### config.mk
export PLATFORM = sky130hd
export DESIGN_NAME = i2c_master_byte_sequencer_unit
export DESIGN_NICKNAME = d
export VERILOG_FILES = /design/src/rtl/i2cms_pkg.sv /design/src/rtl/i2c_master_byte_sequencer_unit.sv /design/src/rtl/i2cms_front.sv /design/src/rtl/i2cms_engine.sv /design/src/rtl/i2cms_out_queue.sv
export SDC_FILE = /design/constraint.sdc
export NUM_CORES = 1
export LEC_CHECK = 0
export BUFFER_PORTS_ARGS = -buffer_cell sky130_fd_sc_hd__buf_4
export CORE_ASPECT_RATIO = 1.2
export CORE_MARGIN = 2
export CORE_UTILIZATION = 30
export DETAILED_ROUTE_END_ITERATION = 7
export HOLD_SLACK_MARGIN = 0.15
export PLACE_DENSITY = 0.53
export SYNTH_ARGS = -nofsm -noshare
export SYNTH_HDL_FRONTEND = slang
export SYNTH_HIERARCHICAL = 1
export SYNTH_SLANG_ARGS = --single-unit
### constraint.sdc
create_clock -name i_clk -period 3.24 [get_ports i_clk]
set_clock_uncertainty 0.2 [all_clocks]
set_input_delay 0.324 -clock i_clk [delete_from_list [all_inputs] [get_ports i_clk]]
set_output_delay 0.324 -clock i_clk [all_outputs]
set_load 0.02 [all_outputs]
### src/rtl/i2cms_pkg.sv
// Shared types, command codes and bus segment codes for the I2C master byte sequencer.
package i2cms_pkg;

    localparam logic [2:0] OP_TICK  = 3'd0;
    localparam logic [2:0] OP_START = 3'd1;
    localparam logic [2:0] OP_WRITE = 3'd2;
    localparam logic [2:0] OP_READ  = 3'd3;
    localparam logic [2:0] OP_STOP  = 3'd4;

    localparam logic [2:0] CMD_IDLE = 3'd0;

    localparam logic [3:0] SEG_START = 4'd0;
    localparam logic [3:0] SEG_FIRST = 4'd1;
    localparam logic [3:0] SEG_ACK   = 4'd9;
    localparam logic [3:0] SEG_STOP  = 4'd10;

    localparam logic [1:0] PH_LOW_A = 2'd0;
    localparam logic [1:0] PH_HIGH  = 2'd1;
    localparam logic [1:0] PH_LOW_B = 2'd2;

    localparam int FQ_DEPTH = 4;
    localparam int FQ_PTR_W = $clog2(FQ_DEPTH);
    localparam int FQ_CNT_W = $clog2(FQ_DEPTH + 1);

    typedef struct packed {
        logic [2:0] op;
        logic [6:0] target_address;
        logic       read_not_write;
        logic [7:0] data_byte;
        logic       ack_more;
        logic       sda_in;
    } t_item;

    typedef struct packed {
        logic       scl_level;
        logic       sda_pull_low;
        logic       busy_res;
        logic       command_done;
        logic [7:0] received_byte;
        logic       nack_seen;
    } t_result;

    typedef struct packed {
        logic       is_cmd;
        logic [2:0] op;
        logic [7:0] load_byte;
        logic       ack_more;
        logic       sda_in;
    } t_entry;

endpackage

### src/rtl/i2c_master_byte_sequencer_unit.sv
// Top level of the I2C master byte sequencer: front end, bus engine and result queue.
//
// Transactions enter through a queue-style port: an item is taken when push is high
// and full is low. Each item is either a command (start with address, write byte,
// read byte, stop) or a tick that advances the bus by one phase. Commands give no
// result; unknown op codes are dropped at the front end. Every tick gives exactly
// one result with the SCL level, the SDA pull-low, busy, done, the last read byte
// and the NACK flag.
// Results leave through a second queue: the oldest result sits on o_result while
// empty is low and is taken when pop is high.
// A tick is first registered in the front queue; the engine reads it from there and
// writes its result into the result queue as it does so, and that queue registers it.
// An item can be taken every cycle while full is low; the engine retires one per cycle.
// When the receiver stalls, the two-entry result queue fills, the engine holds
// ticks (commands still drain), and full rises once the front queue is also full.
// Reset empties both queues and returns the bus to idle with SCL high, SDA released.
module i2c_master_byte_sequencer_unit
    import i2cms_pkg::*;
(
    input  logic    i_clk,
    input  logic    i_rst_n,
    input  logic    push,
    output logic    full,
    input  t_item   i_item,
    output logic    empty,
    input  logic    pop,
    output t_result o_result
);

    logic    q_valid;
    t_entry  q_entry;
    logic    q_take;
    logic    res_full;
    logic    res_push;
    t_result res;

    i2cms_front u_front (
        .i_clk   (i_clk),
        .i_rst_n (i_rst_n),
        .i_push  (push),
        .i_item  (i_item),
        .o_full  (full),
        .o_valid (q_valid),
        .o_entry (q_entry),
        .i_take  (q_take)
    );

    i2cms_engine u_engine (
        .i_clk      (i_clk),
        .i_rst_n    (i_rst_n),
        .i_valid    (q_valid),
        .i_entry    (q_entry),
        .o_take     (q_take),
        .i_res_full (res_full),
        .o_res_push (res_push),
        .o_result   (res)
    );

    i2cms_out_queue u_out_queue (
        .i_clk    (i_clk),
        .i_rst_n  (i_rst_n),
        .i_push   (res_push),
        .i_result (res),
        .o_full   (res_full),
        .i_pop    (pop),
        .o_empty  (empty),
        .o_result (o_result)
    );

endmodule

### src/rtl/i2cms_front.sv
// Front end: classifies incoming transactions and queues them for the bus engine.
module i2cms_front
    import i2cms_pkg::*;
(
    input  logic   i_clk,
    input  logic   i_rst_n,
    input  logic   i_push,
    input  t_item  i_item,
    output logic   o_full,
    output logic   o_valid,
    output t_entry o_entry,
    input  logic   i_take
);

    t_entry                r_mem [FQ_DEPTH];
    logic [FQ_PTR_W-1:0]   r_wr;
    logic [FQ_PTR_W-1:0]   r_rd;
    logic [FQ_CNT_W-1:0]   r_cnt;
    t_entry                entry;
    logic                  keep;
    logic                  do_wr;
    logic                  do_rd;

    always_comb begin
        keep            = i_item.op inside {[OP_TICK:OP_STOP]};
        entry.is_cmd    = (i_item.op != OP_TICK);
        entry.op        = i_item.op;
        entry.ack_more  = i_item.ack_more;
        entry.sda_in    = i_item.sda_in;
        case (i_item.op)
            OP_START: entry.load_byte = {i_item.target_address, i_item.read_not_write};
            OP_WRITE: entry.load_byte = i_item.data_byte;
            default:  entry.load_byte = 8'd0;
        endcase
    end

    assign o_full  = (r_cnt == FQ_CNT_W'(FQ_DEPTH));
    assign o_valid = (r_cnt != '0);
    assign o_entry = r_mem[r_rd];
    assign do_wr   = i_push && !o_full && keep;
    assign do_rd   = i_take && o_valid;

    always_ff @(posedge i_clk) begin
        if (do_wr) begin
            r_mem[r_wr] <= entry;
        end
    end

    always_ff @(posedge i_clk) begin
        if (!i_rst_n) begin
            r_wr  <= '0;
            r_rd  <= '0;
            r_cnt <= '0;
        end else begin
            if (do_wr) begin
                r_wr <= r_wr + 1'b1;
            end
            if (do_rd) begin
                r_rd <= r_rd + 1'b1;
            end
            if (do_wr && !do_rd) begin
                r_cnt <= r_cnt + 1'b1;
            end else if (!do_wr && do_rd) begin
                r_cnt <= r_cnt - 1'b1;
            end
        end
    end

endmodule

### src/rtl/i2cms_engine.sv
// Back end: the bus phase engine that runs commands and produces one result per tick.
module i2cms_engine
    import i2cms_pkg::*;
(
    input  logic    i_clk,
    input  logic    i_rst_n,
    input  logic    i_valid,
    input  t_entry  i_entry,
    output logic    o_take,
    input  logic    i_res_full,
    output logic    o_res_push,
    output t_result o_result
);

    logic [2:0] r_cmd;
    logic [1:0] r_phase;
    logic [3:0] r_seg;
    logic [7:0] r_shift;
    logic       r_ack;
    logic       r_nack;
    logic       r_scl;
    logic       r_pull;
    logic [7:0] r_last;

    logic [2:0] n_cmd;
    logic [1:0] n_phase;
    logic [3:0] n_seg;
    logic [7:0] n_shift;
    logic       n_ack;
    logic       n_nack;
    logic       n_scl;
    logic       n_pull;
    logic [7:0] n_last;

    logic       is_read;
    logic       done;

    assign o_take  = i_valid && (i_entry.is_cmd || !i_res_full);
    assign is_read = (r_cmd == OP_READ);

    always_comb begin
        n_cmd      = r_cmd;
        n_phase    = r_phase;
        n_seg      = r_seg;
        n_shift    = r_shift;
        n_ack      = r_ack;
        n_nack     = r_nack;
        n_scl      = r_scl;
        n_pull     = r_pull;
        n_last     = r_last;
        done       = 1'b0;
        o_res_push = 1'b0;

        if (o_take && i_entry.is_cmd) begin
            if (r_cmd == CMD_IDLE) begin
                n_cmd   = i_entry.op;
                n_phase = PH_LOW_A;
                n_nack  = 1'b0;
                case (i_entry.op)
                    OP_START: begin
                        n_shift = i_entry.load_byte;
                        n_seg   = SEG_START;
                    end
                    OP_WRITE: begin
                        n_shift = i_entry.load_byte;
                        n_seg   = SEG_FIRST;
                    end
                    OP_READ: begin
                        n_shift = 8'd0;
                        n_ack   = i_entry.ack_more;
                        n_seg   = SEG_FIRST;
                    end
                    default: begin
                        n_seg = SEG_STOP;
                    end
                endcase
            end
        end else if (o_take) begin
            o_res_push = 1'b1;
            if (r_cmd != CMD_IDLE) begin
                if (r_seg == SEG_START) begin
                    n_scl  = (r_phase != PH_LOW_B);
                    n_pull = (r_phase != PH_LOW_A);
                end else if (r_seg == SEG_STOP) begin
                    n_scl  = (r_phase != PH_LOW_A);
                    n_pull = (r_phase != PH_LOW_B);
                end else if (r_seg < SEG_ACK) begin
                    n_scl = (r_phase == PH_HIGH);
                    if (is_read) begin
                        n_pull = 1'b0;
                        if (r_phase == PH_HIGH) begin
                            n_shift = {r_shift[6:0], i_entry.sda_in};
                        end
                    end else begin
                        n_pull = !r_shift[7];
                    end
                end else begin
                    n_scl = (r_phase == PH_HIGH);
                    if (is_read) begin
                        n_pull = r_ack;
                    end else begin
                        n_pull = 1'b0;
                        if (r_phase == PH_HIGH && i_entry.sda_in) begin
                            n_nack = 1'b1;
                        end
                    end
                end

                if (r_phase < PH_LOW_B) begin
                    n_phase = r_phase + 2'd1;
                end else begin
                    n_phase = PH_LOW_A;
                    if (r_seg >= SEG_FIRST && r_seg < SEG_ACK && !is_read) begin
                        n_shift = {r_shift[6:0], 1'b0};
                    end
                    if (r_seg == SEG_ACK) begin
                        if (!is_read && n_nack) begin
                            n_seg = SEG_STOP;
                        end else begin
                            if (is_read) begin
                                n_last = n_shift;
                            end
                            done = 1'b1;
                        end
                    end else if (r_seg >= SEG_STOP) begin
                        done = 1'b1;
                    end else begin
                        n_seg = r_seg + 4'd1;
                    end
                    if (done) begin
                        n_cmd = CMD_IDLE;
                        n_seg = SEG_START;
                    end
                end
            end
        end

        o_result.scl_level     = n_scl;
        o_result.sda_pull_low  = n_pull;
        o_result.busy_res      = (n_cmd != CMD_IDLE);
        o_result.command_done  = done;
        o_result.received_byte = n_last;
        o_result.nack_seen     = n_nack;
    end

    always_ff @(posedge i_clk) begin
        if (!i_rst_n) begin
            r_cmd   <= CMD_IDLE;
            r_phase <= PH_LOW_A;
            r_seg   <= SEG_START;
            r_shift <= 8'd0;
            r_ack   <= 1'b0;
            r_nack  <= 1'b0;
            r_scl   <= 1'b1;
            r_pull  <= 1'b0;
            r_last  <= 8'd0;
        end else begin
            r_cmd   <= n_cmd;
            r_phase <= n_phase;
            r_seg   <= n_seg;
            r_shift <= n_shift;
            r_ack   <= n_ack;
            r_nack  <= n_nack;
            r_scl   <= n_scl;
            r_pull  <= n_pull;
            r_last  <= n_last;
        end
    end

endmodule

### src/rtl/i2cms_out_queue.sv
// Two-entry result queue that decouples the bus engine from the result receiver.
module i2cms_out_queue
    import i2cms_pkg::*;
(
    input  logic    i_clk,
    input  logic    i_rst_n,
    input  logic    i_push,
    input  t_result i_result,
    output logic    o_full,
    input  logic    i_pop,
    output logic    o_empty,
    output t_result o_result
);

    t_result    r_mem [2];
    logic       r_wr;
    logic       r_rd;
    logic [1:0] r_cnt;
    logic       do_wr;
    logic       do_rd;

    assign o_full   = (r_cnt == 2'd2);
    assign o_empty  = (r_cnt == 2'd0);
    assign o_result = r_mem[r_rd];
    assign do_wr    = i_push && !o_full;
    assign do_rd    = i_pop && !o_empty;

    always_ff @(posedge i_clk) begin
        if (do_wr) begin
            r_mem[r_wr] <= i_result;
        end
    end

    always_ff @(posedge i_clk) begin
        if (!i_rst_n) begin
            r_wr  <= 1'b0;
            r_rd  <= 1'b0;
            r_cnt <= 2'd0;
        end else begin
            if (do_wr) begin
                r_wr <= !r_wr;
            end
            if (do_rd) begin
                r_rd <= !r_rd;
            end
            if (do_wr && !do_rd) begin
                r_cnt <= r_cnt + 2'd1;
            end else if (!do_wr && do_rd) begin
                r_cnt <= r_cnt - 2'd1;
            end
        end
    end

endmodule

# ---- Yosys cells after proc, flatten, opt, wreduce, memory -nomap -nowiden
# Memories as Yosys holds them, arrays and structs flattened. A register that Yosys moved wholly into a read port is not among the register bits.
# Cells that the tools add are included.
dict set report word_totals {
  regBits 40
  ram_bits 82
  inputBits 25
  output_inout_bits 15
  memories 2
}
# name depth width read_ports rd_ports_with_merged_regs wr line
set mem_list {}
lappend mem_list {u_front.r_mem 4 14 1 1 1 i2cms_front.sv:15} ;# t_entry r_mem [FQ_DEPTH];
lappend mem_list {u_out_queue.r_mem 2 13 1 1 1 i2cms_out_queue.sv:15} ;# t_result r_mem [2];
dict set report op_classes {
  addsub 8
  magnitude_cmp 6
  eq_ne 17
  muxes 91
  n_reduce_logical 46
}
# operator count
set op_table {}
lappend op_table {{$mux 8} 18}
lappend op_table {{$mux 1} 44}
lappend op_table {{$mux 4} 9}
lappend op_table {{$pmux 8 s2} 2}
lappend op_table {{$mux 3} 8}
lappend op_table {{$mux 2} 9}
lappend op_table {{$logic_and 1x1->1} 16}
lappend op_table {{$eq 3x2->1 const B} 4}
lappend op_table {{$reduce_bool 3->1} 4}
lappend op_table {{$logic_not 1->1} 11}
lappend op_table {{$reduce_bool 2->1} 5}
lappend op_table {{$add 2x1->2 const B} 4}
lappend op_table {{$eq 4x4->1 const B} 2}
lappend op_table {{$pmux 4 s2} 1}
lappend op_table {{$eq 3x1->1 const B} 2}
lappend op_table {{$reduce_and 3->1} 2}
lappend op_table {{$reduce_and 6->1} 1}
lappend op_table {{$add 4x1->4 const B} 1}
lappend op_table {{$ge 4x1->1 const B} 1}
lappend op_table {{$ge 4x4->1 const B} 1}
lappend op_table {{$logic_not 4->1} 1}
lappend op_table {{$lt 4x4->1 const B} 1}
lappend op_table {{$ne 2x2->1 const B} 2}
lappend op_table {{$ne 4x2->1 const B} 1}
lappend op_table {{other kinds (17)} 18}

# ---- Longest topological paths before layout
dict set report depth {
  word_depth 23
  depth_mapped 11
  mapped_depth_nobuf 11
}

# ---- Modules after synthesis
# The synthesis kept the hierarchy.
# mod n_inst cells_each area_per_inst_um2 seq_area_each_um2
set modules_own_cells {}
lappend modules_own_cells {i2cms_front 1 144 2637.5 1861.8}
lappend modules_own_cells {i2cms_engine 1 226 1813.0 580.6}
lappend modules_own_cells {i2cms_out_queue 1 65 1166.1 880.8}

# ---- Worst setup path after synthesis
# OpenSTA, ideal clock, no wires.
dict set report synth_path {
  path_kind {reg-to-reg}
  start {reg (tool-made name)}
  end {reg u_front.r_cnt[2]}
  arrival_time_ns 2.669
  slack_ns 0.296
  stages_incl_launch_ff 12
  path_buffers 1
  period_less_slack_ns 2.944
  cell_sequence {dfxtp_1 > buf_2 > mux4_2 > nand2b_1 > and2_1 > o31ai_2 > ha_1 > inv_1 > fa_1 > xor2_1 > or3_1 > a21boi_0}
}
# element line
set synth_rtl {}
lappend synth_rtl {{to (signal assigned)} i2cms_front.sv:62} ;# r_cnt <= r_cnt + 1'b1;
lappend synth_rtl {{to (signal assigned)} i2cms_front.sv:64} ;# r_cnt <= r_cnt - 1'b1;
lappend synth_rtl {{to (decl)} i2cms_front.sv:18} ;# logic [FQ_CNT_W-1:0] r_cnt;

==> impl_results.md <==
- RSZ-0062 raised after global routing: false
- Post-synthesis cell type count: 66
- Warning count from the yosys run: 6
- Top fanout value on the critical path: 5
- Number of H-tree branching levels: 4
- Standard cell with the maximum stage delay on the critical path: sky130_fd_sc_hd__mux4_2
- Final Setup Violations: 0
- Fin. max-slew vios: 0
- Async set-or-reset flop fraction in the synthesized netlist: 0
- Layout net count: 521
- Vias in the first global route: 3457
- Root cell of the clock tree: sky130_fd_sc_hd__clkbuf_16
- Count of buffering cells on the critical path with inverters included: 1
- Resize count post-CTS: 0
- Count of flip-flops with a built-in enable after synthesis: slightly above 80
- Deepest clock path buffer count: 2
- Pwr/cell area: 820 nW/um2
- Total placed instance area: 6120 um2
- Post-DR vias/cell: 4.90
- Largest net degree at the start of global routing: 40
- DRC violation count after routing: 0
- Layout area overhead: 19.5%
- Overall routing resource usage: 0.120
- Layout Cell Area excl Fill: approximately 6700 um2
- Rel. slew slack: 0.413
- Die outline area: 19800 um2
- Final instance count without filler cells: 719
- Highest-count cells in the layout ignoring fill and taps: sky130_fd_sc_hd__edfxtp_1, sky130_fd_sc_hd__buf_4, sky130_fd_sc_hd__dfxtp_1
- Post-Syn Instances: 435
- Hold-fix buffers at CTS: 5
- Worst setup EP type: flip-flop
- Final hold violation count: 0
- WP data required: 3380 ps
- Total inserted antenna cells: 0
- Synth Net Count: 474
- DIE HEIGHT: 154 um
- Floorplan die width: between 100 and 150 um
- Crit path launch type: flip-flop
- CP Data Arrival Time: 3120 ps
- Run status: completed
- Insertion delay to the later sink of the worst-skew pair: 410 ps
- Synthesized flop and latch total: between 100 and 150
- Synth Flop Type: sky130_fd_sc_hd__edfxtp_1
- First-iteration detailed-routing DRC count: 276
- Setup Crit Path Kind: flip-flop to flip-flop
- Ports placed on the boundary: 40
- Combined area of all synthesized cells: between 5000 and 6000 um2
- Number of cell rows: 54
- Placed Instances: 682
- Clock period minus worst slack: slightly below 3000 ps
- Count of buffers inserted at the top-level ports: 39
- First-pass iteration count of the detailed router: 5
- Max-Cap Viols: 0
- Routed WL: 11100 um
- Area of the core: approximately 18000 um2
- Clock sink count: 125
- Number of antenna violations at the first check in global routing: 0
- Class of the tightest hold or removal check: input port to flip-flop
- Total gr overflow: 0
- DP HPWL: 7630 um
- Critical-path cell list: mux4_2, nand2b_1, and2_1, o31ai_2, ha_1, inv_1, fa_1, xor2_1, or3_1, a21boi_0
- Setup fix buffers added after clock tree synthesis: 0
- TritonCTS Buffers: 17
- Starting density of the core: 0.308
- Standby leakage power: 0.00234 uW
- F_max: 0.335 GHz
- Least-Margin Pin Slew: between 800 and 900 ps
- Post-detailed-route count of antenna-violating nets: 0
- Wire length of the first global-routing pass: 18000 um
- Sequential element share of the synthesized area: 0.592
- Post-Syn Area per Cell: 12.9 um2
- GPL Wtd Cong: 0.785
- Setup Total Neg Slack: 0 ps
- Most common cell after layout, fill and taps aside: sky130_fd_sc_hd__edfxtp_1
- Hold_ws: 165 ps
- Clock tree from TritonCTS: built
- Highest ir drop seen on vdd: 0.463 mV
- Fin crit share: 0.920
- Fraction of layout cells with a size suffix above 1: 0.230
- CTS clk-pin slew, worst paths: 50 ps
- Top Family by Delay on Critical Path: simple AND/OR/NAND/NOR gates
- Biggest cell delay along the critical path: about 560 ps
- Wirelength per Cell: between 15 and 20 um
- Vias after detailed routing: around 3500
## cells by family after synthesis
logic type                 count (synthesis)  synth area share
AOI/OAI and AO/OA                         75            0.0953
buffers and inverters                     46            0.0390
and+or+nand+nor                          132             0.132
adders and majority gates                 14            0.0325
muxes                                     36            0.0985
DFF                                      125             0.592
xor gates and xnor gates                   7            0.0109
## final timing paths
kind                                          from                                to  cells after the start  slack [ps]
setup / recovery                         flip-flop     u_front/r_cnt[2]$_SDFFE_PN0P_                     10         260
hold reg to reg   u_engine/r_shift[6]$_SDFFE_PN0P_  u_engine/r_shift[6]$_SDFFE_PN0P_                      2         310
setup reg to reg                         flip-flop     u_front/r_cnt[2]$_SDFFE_PN0P_                     10         260
hold / removal                             i_rst_n     u_out_queue/r_wr$_SDFFE_PN0P_                      2         160
## final cells by class
class	instances	area (um2)
Fill cell	1760	11500
Sequential cell	125	3320
Multi-Input combinational cell	264	2070
Clock buffer	26	509
Timing Repair Buffer	53	410
Tap cell	224	280
Inverter	21	80.1
Clock inverter	6	33.8
## report_power, final
| part | total, uW | switching, uW | internal, uW |
|---|---|---|---|
| clock network | 1690 | 623 | 1070 |
| registers | 2110 | 186 | 1930 |
| logic | 1700 | 945 | 754 |
| total | 5510 | 1750 | 3750 |
## routing by layer
layer	global-route usage	wire (um)
met1	0.147	5050
met4	0.0554	182
met2	0.195	5440
met3	0.0338	440
met5	0	0
## state kept, by name (all words and copies together), names as in the netlist, named ones only
register	cells
u_front/r_mem	56
u_out_queue/r_mem	26
u_engine/r_last	8
u_engine/r_shift	8
u_engine/r_seg	4
u_engine/r_cmd	3
u_front/r_cnt	3
u_engine/r_phase	2
u_front/r_rd	2
u_front/r_wr	2
u_out_queue/r_cnt	2
u_engine/r_ack	1
u_engine/r_nack	1
u_engine/r_pull	1
u_engine/r_scl	1
u_out_queue/r_rd	1
u_out_queue/r_wr	1
## cell usage after synthesis (all sizes together) (9+ instances only)
cell | n | area, um2
o21ai | 12 | 60.1
and3 | 9 | 56.3
mux4 | 14 | 315
a22oi | 9 | 67.6
nand2 | 20 | 75.1
mux2 | 14 | 158
nor2 | 23 | 86.3
inv | 19 | 71.3
nand3 | 18 | 90.1
a31oi | 11 | 68.8
dfxtp | 43 | 861
and2 | 20 | 125
buf | 18 | 113
ha | 13 | 163
edfxtp | 82 | 2460
## through the flow
step / util / total power (uW) / worst slack [ps]
2_1_floorplan: - / 3370 / 296
3_3_place_gp: 0.335 / 3800 / 353
3_5_place_dp: 0.335 / 3850 / 265
4_1_cts: 0.368 / 5570 / 247
5_1_grt: 0.368 / 5850 / 99.7
6_report: 0.368 / 5510 / 258
Note: power is estimated with default switching activity, not from simulation.
